[src/hdl/spq_pkg.sv]
package spq_pkg;

  // Queue size and derived widths.
  localparam int DEPTH = 16;
  localparam int IDX_W = (DEPTH > 1) ? $clog2(DEPTH) : 1;
  localparam int CNT_W = $clog2(DEPTH + 1);

  // Request codes.
  localparam logic [1:0] REQ_INSERT = 2'd0;
  localparam logic [1:0] REQ_REMOVE = 2'd1;
  localparam logic [1:0] REQ_LIST   = 2'd2;

  // Result status codes.
  localparam logic [2:0] STAT_INSERTED = 3'd0;
  localparam logic [2:0] STAT_REMOVED  = 3'd1;
  localparam logic [2:0] STAT_LISTED   = 3'd2;
  localparam logic [2:0] STAT_EMPTY    = 3'd3;
  localparam logic [2:0] STAT_FULL     = 3'd4;

  // Operations broadcast to every cell of the chain.
  localparam logic [1:0] OP_HOLD   = 2'd0;
  localparam logic [1:0] OP_INSERT = 2'd1;
  localparam logic [1:0] OP_SHIFT  = 2'd2;
  localparam logic [1:0] OP_ROTATE = 2'd3;

  // One stored entry.
  typedef struct packed {
    logic               valid;
    logic signed [31:0] value;
    logic signed [15:0] prio;
  } entry_t;

  // Command shared by all cells in a cycle.
  typedef struct packed {
    logic [1:0]         op;
    logic signed [31:0] value;
    logic signed [15:0] prio;
  } cell_cmd_t;

endpackage

[src/hdl/spq_req_if.sv]
interface spq_req_if;
  logic               valid;
  logic               ready;
  logic [1:0]         req_type;
  logic signed [31:0] item_value;
  logic signed [15:0] item_priority;

  modport source (output valid, output req_type, output item_value, output item_priority,
                  input ready);
  modport sink (input valid, input req_type, input item_value, input item_priority,
                output ready);
endinterface

[src/hdl/spq_rsp_if.sv]
interface spq_rsp_if;
  logic               valid;
  logic               ready;
  logic [2:0]         status;
  logic signed [31:0] out_value;
  logic signed [15:0] out_priority;
  logic               last;

  modport source (output valid, output status, output out_value, output out_priority,
                  output last, input ready);
  modport sink (input valid, input status, input out_value, input out_priority,
                input last, output ready);
endinterface

[src/hdl/spq_cell.sv]
module spq_cell (
  input  logic               clk,
  input  logic               rst,
  input  spq_pkg::cell_cmd_t cmd,
  input  spq_pkg::entry_t    left_q,
  input  logic               left_gt,
  input  spq_pkg::entry_t    right_q,
  input  spq_pkg::entry_t    head_q,
  output spq_pkg::entry_t    q,
  output logic               gt
);
  import spq_pkg::*;

  entry_t q_next;

  // The cell is past the insertion point when it is empty or holds a larger priority number.
  assign gt = !q.valid || (q.prio > cmd.prio);

  // Next contents: keep its own, or take the left neighbor, the new entry, the right neighbor or the head.
  always_comb begin
    q_next = q;
    case (cmd.op)
      OP_INSERT: begin
        if (left_gt) begin
          q_next = left_q;
        end else if (gt) begin
          q_next.valid = 1'b1;
          q_next.value = cmd.value;
          q_next.prio  = cmd.prio;
        end
      end
      OP_SHIFT: begin
        q_next = right_q;
      end
      OP_ROTATE: begin
        if (right_q.valid) begin
          q_next = right_q;
        end else if (q.valid) begin
          q_next = head_q;
        end
      end
      default: begin
        q_next = q;
      end
    endcase
  end

  // Only the valid bit is cleared by reset.
  always_ff @(posedge clk) begin
    q.value <= q_next.value;
    q.prio  <= q_next.prio;
    if (rst) begin
      q.valid <= 1'b0;
    end else begin
      q.valid <= q_next.valid;
    end
  end

endmodule

[src/hdl/sorted_priority_queue_core.sv]
// Channel  Role    Payload                                  Transfer
// req      sink    req_type, item_value, item_priority      valid && ready
// rsp      source  status, out_value, out_priority, last    valid && ready
//
// Insert and remove update the whole chain of cells at once.
// A list request enters the list state and sends out one stored entry at a time from the head,
// rotating the chain so that it ends in its original order.
// Reset (rst, synchronous) empties the queue and the output register.
// A new request is taken only when no list is in progress and the output register
// is empty or being drained; a stalled rsp holds the chain still.
module sorted_priority_queue_core (
  input  logic clk,
  input  logic rst,
  spq_req_if.sink   req,
  spq_rsp_if.source rsp
);
  import spq_pkg::*;

  localparam logic ST_IDLE = 1'b0;
  localparam logic ST_LIST = 1'b1;

  logic             state;
  logic             state_next;
  logic [CNT_W-1:0] count;
  logic [CNT_W-1:0] count_next;
  logic [IDX_W-1:0] list_idx;
  logic [IDX_W-1:0] list_idx_next;

  logic               out_valid;
  logic [2:0]         out_status;
  logic signed [31:0] out_value;
  logic signed [15:0] out_prio;
  logic               out_last;

  logic               load;
  logic [2:0]         load_status;
  logic signed [31:0] load_value;
  logic signed [15:0] load_prio;
  logic               load_last;

  cell_cmd_t cmd;
  entry_t    cells [DEPTH];
  logic      gts   [DEPTH];
  entry_t    empty_entry;

  logic out_free;
  logic accept;
  logic list_end;

  assign empty_entry = '0;
  assign out_free = !out_valid || rsp.ready;
  assign req.ready = (state == ST_IDLE) && out_free;
  assign accept = req.valid && req.ready;
  assign list_end = ({1'b0, list_idx} == (count - CNT_W'(1)));

  // Chain of cells, head at index zero.
  for (genvar i = 0; i < DEPTH; i++) begin : g_cell
    entry_t left_q;
    logic   left_gt;
    entry_t right_q;

    if (i == 0) begin : g_head
      assign left_q  = empty_entry;
      assign left_gt = 1'b0;
    end else begin : g_mid
      assign left_q  = cells[i-1];
      assign left_gt = gts[i-1];
    end

    if (i == DEPTH - 1) begin : g_tail
      assign right_q = empty_entry;
    end else begin : g_body
      assign right_q = cells[i+1];
    end

    spq_cell u_cell (
      .clk     (clk),
      .rst     (rst),
      .cmd     (cmd),
      .left_q  (left_q),
      .left_gt (left_gt),
      .right_q (right_q),
      .head_q  (cells[0]),
      .q       (cells[i]),
      .gt      (gts[i])
    );
  end

  // Request decode and list sequencing.
  always_comb begin
    state_next    = state;
    count_next    = count;
    list_idx_next = list_idx;
    cmd.op        = OP_HOLD;
    cmd.value     = req.item_value;
    cmd.prio      = req.item_priority;
    load          = 1'b0;
    load_status   = STAT_EMPTY;
    load_value    = '0;
    load_prio     = '0;
    load_last     = 1'b1;

    unique case (state)
      ST_IDLE: begin
        if (accept) begin
          case (req.req_type)
            REQ_INSERT: begin
              load       = 1'b1;
              load_value = req.item_value;
              load_prio  = req.item_priority;
              if (count == CNT_W'(DEPTH)) begin
                load_status = STAT_FULL;
              end else begin
                load_status = STAT_INSERTED;
                cmd.op      = OP_INSERT;
                count_next  = count + CNT_W'(1);
              end
            end
            REQ_REMOVE: begin
              load = 1'b1;
              if (count != '0) begin
                load_status = STAT_REMOVED;
                load_value  = cells[0].value;
                load_prio   = cells[0].prio;
                cmd.op      = OP_SHIFT;
                count_next  = count - CNT_W'(1);
              end
            end
            REQ_LIST: begin
              if (count == '0) begin
                load = 1'b1;
              end else begin
                state_next    = ST_LIST;
                list_idx_next = '0;
              end
            end
            default: begin
            end
          endcase
        end
      end
      ST_LIST: begin
        if (out_free) begin
          load          = 1'b1;
          load_status   = STAT_LISTED;
          load_value    = cells[0].value;
          load_prio     = cells[0].prio;
          load_last     = list_end;
          cmd.op        = OP_ROTATE;
          list_idx_next = list_idx + IDX_W'(1);
          if (list_end) begin
            state_next = ST_IDLE;
          end
        end
      end
      default: begin
        state_next = ST_IDLE;
      end
    endcase
  end

  // Control registers.
  always_ff @(posedge clk) begin
    if (rst) begin
      state     <= ST_IDLE;
      count     <= '0;
      list_idx  <= '0;
      out_valid <= 1'b0;
    end else begin
      state    <= state_next;
      count    <= count_next;
      list_idx <= list_idx_next;
      if (load) begin
        out_valid <= 1'b1;
      end else if (rsp.ready) begin
        out_valid <= 1'b0;
      end
    end
  end

  // Output payload register.
  always_ff @(posedge clk) begin
    if (load) begin
      out_status <= load_status;
      out_value  <= load_value;
      out_prio   <= load_prio;
      out_last   <= load_last;
    end
  end

  assign rsp.valid        = out_valid;
  assign rsp.status       = out_status;
  assign rsp.out_value    = out_value;
  assign rsp.out_priority = out_prio;
  assign rsp.last         = out_last;

endmodule
[src/flat_wrapper.sv]
// flat-port wrapper written by rule: the top's interface ports become plain ports
module sorted_priority_queue_core_flat import spq_pkg::*;
  (clk, rst, req_valid, req_req_type, req_item_value, req_item_priority, req_ready, rsp_valid, rsp_status, rsp_out_value, rsp_out_priority, rsp_last, rsp_ready);
  spq_req_if req_i ();
  spq_rsp_if rsp_i ();
  input  logic clk;
  input  logic rst;
  input wire logic [$bits(req_i.valid)-1:0] req_valid;
  input wire logic [$bits(req_i.req_type)-1:0] req_req_type;
  input wire logic [$bits(req_i.item_value)-1:0] req_item_value;
  input wire logic [$bits(req_i.item_priority)-1:0] req_item_priority;
  output wire logic [$bits(req_i.ready)-1:0] req_ready;
  output wire logic [$bits(rsp_i.valid)-1:0] rsp_valid;
  output wire logic [$bits(rsp_i.status)-1:0] rsp_status;
  output wire logic [$bits(rsp_i.out_value)-1:0] rsp_out_value;
  output wire logic [$bits(rsp_i.out_priority)-1:0] rsp_out_priority;
  output wire logic [$bits(rsp_i.last)-1:0] rsp_last;
  input wire logic [$bits(rsp_i.ready)-1:0] rsp_ready;
  assign req_i.valid = req_valid;
  assign req_i.req_type = req_req_type;
  assign req_i.item_value = req_item_value;
  assign req_i.item_priority = req_item_priority;
  assign req_ready = req_i.ready;
  assign rsp_valid = rsp_i.valid;
  assign rsp_status = rsp_i.status;
  assign rsp_out_value = rsp_i.out_value;
  assign rsp_out_priority = rsp_i.out_priority;
  assign rsp_last = rsp_i.last;
  assign rsp_i.ready = rsp_ready;
  sorted_priority_queue_core u_core (.clk(clk), .rst(rst), .req(req_i), .rsp(rsp_i));
endmodule
[config.mk]
export PLATFORM = sky130hd
export DESIGN_NAME = sorted_priority_queue_core_flat
export DESIGN_NICKNAME = d
export VERILOG_FILES = /design/src/hdl/spq_pkg.sv /design/src/hdl/spq_req_if.sv /design/src/hdl/spq_rsp_if.sv /design/src/hdl/spq_cell.sv /design/src/hdl/sorted_priority_queue_core.sv /design/src/flat_wrapper.sv
export SDC_FILE = /design/constraint.sdc
export NUM_CORES = 2
export LEC_CHECK = 0
export BUFFER_PORTS_ARGS = -buffer_cell sky130_fd_sc_hd__buf_2
export CORE_MARGIN = 5
export CORE_UTILIZATION = 39
export DETAILED_ROUTE_END_ITERATION = 7
export PLACE_DENSITY = 0.52
export RECOVER_POWER = 100
export SYNTH_ARGS = -nofsm -noshare
export SYNTH_HDL_FRONTEND = slang
export SYNTH_HIERARCHICAL = 1
export SYNTH_SLANG_ARGS = --single-unit
[constraint.sdc]
create_clock -name clk -period 13.46 [get_ports clk]
set_input_delay 2.692 -clock clk [delete_from_list [all_inputs] [get_ports clk]]
set_output_delay 2.692 -clock clk [all_outputs]
set_load 0.01 [all_outputs]
==> reports/results.tsv <==
stage	metric	value	unit
cells_and_area	layout cells sized above 1	7.72	%
routing	Vias/cell	6.59	
clock_tree	CTS Sinks	847	
sta	Fmax	0.101	GHz
cells_and_area	final instance area	0.0660	mm2
power	leakage power	0.0256	uW
power	Peak VDD IR	0.000102	V
routing	Routed WL	228000	um
power	total power	7840	uW
cells_and_area	# diodes	0	
setup_path	WP data required	13.84	ns
sta	Setup Viol. Count Final	0	
sta	setup TNS	0	ns
synthesis	Mapped Cells	5803	
setup_path	Worst EP arrival	10.30	ns
clock_tree	CTS tree	done	
clock_tree	Clock Pin Slew Worst Setup and Hold Paths	0.06	ns
setup_path	CP Launch Type	primary input	
setup_path	Setup crit end kind	register	
routing	via count	52000	
clock_tree	Worst-Skew Late Latency	0.74	ns
setup_path	Slowest-stage cell, CP	clkbuf_1	
floorplanning	die width	404	um
clock_tree	CTS Root Cell	clkbuf_16	
routing	DR pass1 iterations	6	
setup_path	CP cell instances	clkbuf_1 -> clkbuf_1 -> inv_1 -> ha_1 -> nand4_1 -> a211oi_1 -> o21a_1 -> a2bb2oi_4 -> clkbuf_1 -> clkbuf_1 -> o31a_1 -> buf_4	
sta	Tcrit/Tclk final	73.7	%
clock_tree	Hold-fix buffers, CTS	0	
cells_and_area	NumNets Final	6065	
global_route	GRT Overall Usage	26.8	%
floorplanning	io pins	108	
setup_path	critical path class	in -> reg	
sta	Worst Tran Pin Value	4.52	ns
routing	DRC Markers	0	
global_route	vias in the first global route	50400	
global_route	GR Overflow Total	0	
cells_and_area	commonest non-fill, non-tap cell in the layout	edfxtp_1	
sta	minimum clock period after layout	9.91	ns
floorplanning	Core ar.	0.154	mm2
job	max cap viols	26	
sta	Final Hold Fails	0	
floorplanning	Starting Density	39.3	%
placed_design	routability cong.	0.870	
cells_and_area	most frequent cells in the layout	820 x edfxtp_1, 811 x nand2_1, 763 x o221ai_1	
floorplanning	Die H	404	um
clock_tree	htree depth	3	
global_route	pin count of the biggest net entering global routing	164	
power	PD cells	119	mW/mm2
sta	max_slew headroom	-201	%
clock_tree	TritonCTS buffer count	106	
outcome	failing checks	capacitance limit, slew limit	
routing	WL/cell	29.0	um
placed_design	Post-DP Area	0.0631	mm2
routing	Starting DRT DRC Count	6328	
setup_path	critical path's largest stage delay	1.67	ns
global_route	initial antenna violation count	3	
setup_path	crit-path leading delay family	buffers and inverters	
routing	Detail Route Antenna Nets	0	
outcome	run status	finished with violations	
setup_path	Worst path most repeated cell	clkbuf_1	
clock_tree	clk buf depth	3	
floorplanning	overall die area	0.163	mm2
synthesis	Post-Synthesis Cell Area	0.0606	mm2
clock_tree	# Post-CTS Setup Buffers	0	
placed_design	input/output buffers	107	
placed_design	DP HPWL	149000	um
floorplanning	# rows	144	
cells_and_area	P&R area growth vs syn	9.07	%
cells_and_area	Register Area	0.0252	mm2
synthesis	syn_area_per_cell	10.4	um2
cells_and_area	Fill cells	14700	
sta	RSZ-0062 raised after global routing	false	
sta	max-slew violations	884	
cells_and_area	multi-input gate area in the final layout	0.0324	mm2
min_path	Worst Hold Class	reg -> reg	
setup_path	crit path buf inv count	6	
sta	Max Clock Skew	0.0251	ns
clock_tree	post-cts gate resize count	0	
global_route	first-pass GRT wire length	342000	um
synthesis	Synth warnings	6	
setup_path	crit-path max FO	29	
==> worst paths after layout <==
path / start / to / slack, ns / cells past startpoint
worst max-delay path: req_item_priority[7] / u_core/g_cell[11].u_cell/q[13] / 3.55 / 12
worst min-delay path: u_core/list_idx[1] / u_core/list_idx[1] / 0.51 / 2
worst max register to register: u_core/count[0] / u_core/g_cell[0].u_cell/q[28] / 5.14 / 12
worst min register to register: u_core/list_idx[1] / u_core/list_idx[1] / 0.51 / 2
==> worst min-delay path, delay by kind of cell (launching register included) <==
family / cells / cell delay (ns)
flops: 1 / 0.34
simple gates: 1 / 0.07
compound gates: 1 / 0.06
==> final cells by class <==
| cell class | instances | area share [%] |
|---|---|---|
| Sequential cell | 847 | 38.1 |
| Clock buffer | 143 | 4.35 |
| Timing Repair Buffer | 240 | 2.15 |
| Inverter | 310 | 1.76 |
| Clock inverter | 53 | 0.640 |
| Multi-Input combinational cell | 4247 | 49.1 |
| Tap cell | 2044 | 3.87 |
==> metal layers <==
metal / up-vias / routed length [um] / GRT usage, %
li1: 23100 / - / -
met1: 26000 / 103000 / 39.5
met2: 2609 / 100000 / 40.8
met3: 269 / 19700 / 4.75
met4: 4 / 5150 / 6.98
met5: - / 27 / 0
==> stage by stage <==
stage | utilization (%) | cells | worst slack (ns) | hold WS [ns]
after floorplan | - | 5948 | 1.04 | 0.484
after global placement | 40.9 | 7688 | 6.07 | 0.505
after detailed placement | 40.9 | 7688 | 5.99 | 0.510
after CTS | 43.0 | 7884 | 6.77 | 0.518
after global routing | 42.8 | 7884 | 3.29 | 0.550
final | 42.8 | 7884 | 3.55 | 0.514
==> registers in the layout (all words and copies together) (netlist names) <==
signal and count:
u_core/g_cell.u_cell/q 784, u_core/count 5, u_core/rsp.out_priority 16, u_core/list_idx 4, u_core/rsp.valid 1, u_core/rsp.status 3
u_core/state 1, u_core/rsp.last 1, u_core/rsp.out_value 32
==> where the power goes <==
group / switching [uW] / internal, uW
logic: 879 / 493
clock network: 1240 / 1570
registers: 346 / 3310
total: 2470 / 5370
No activity file was read; power rests on OpenSTA's default activity.
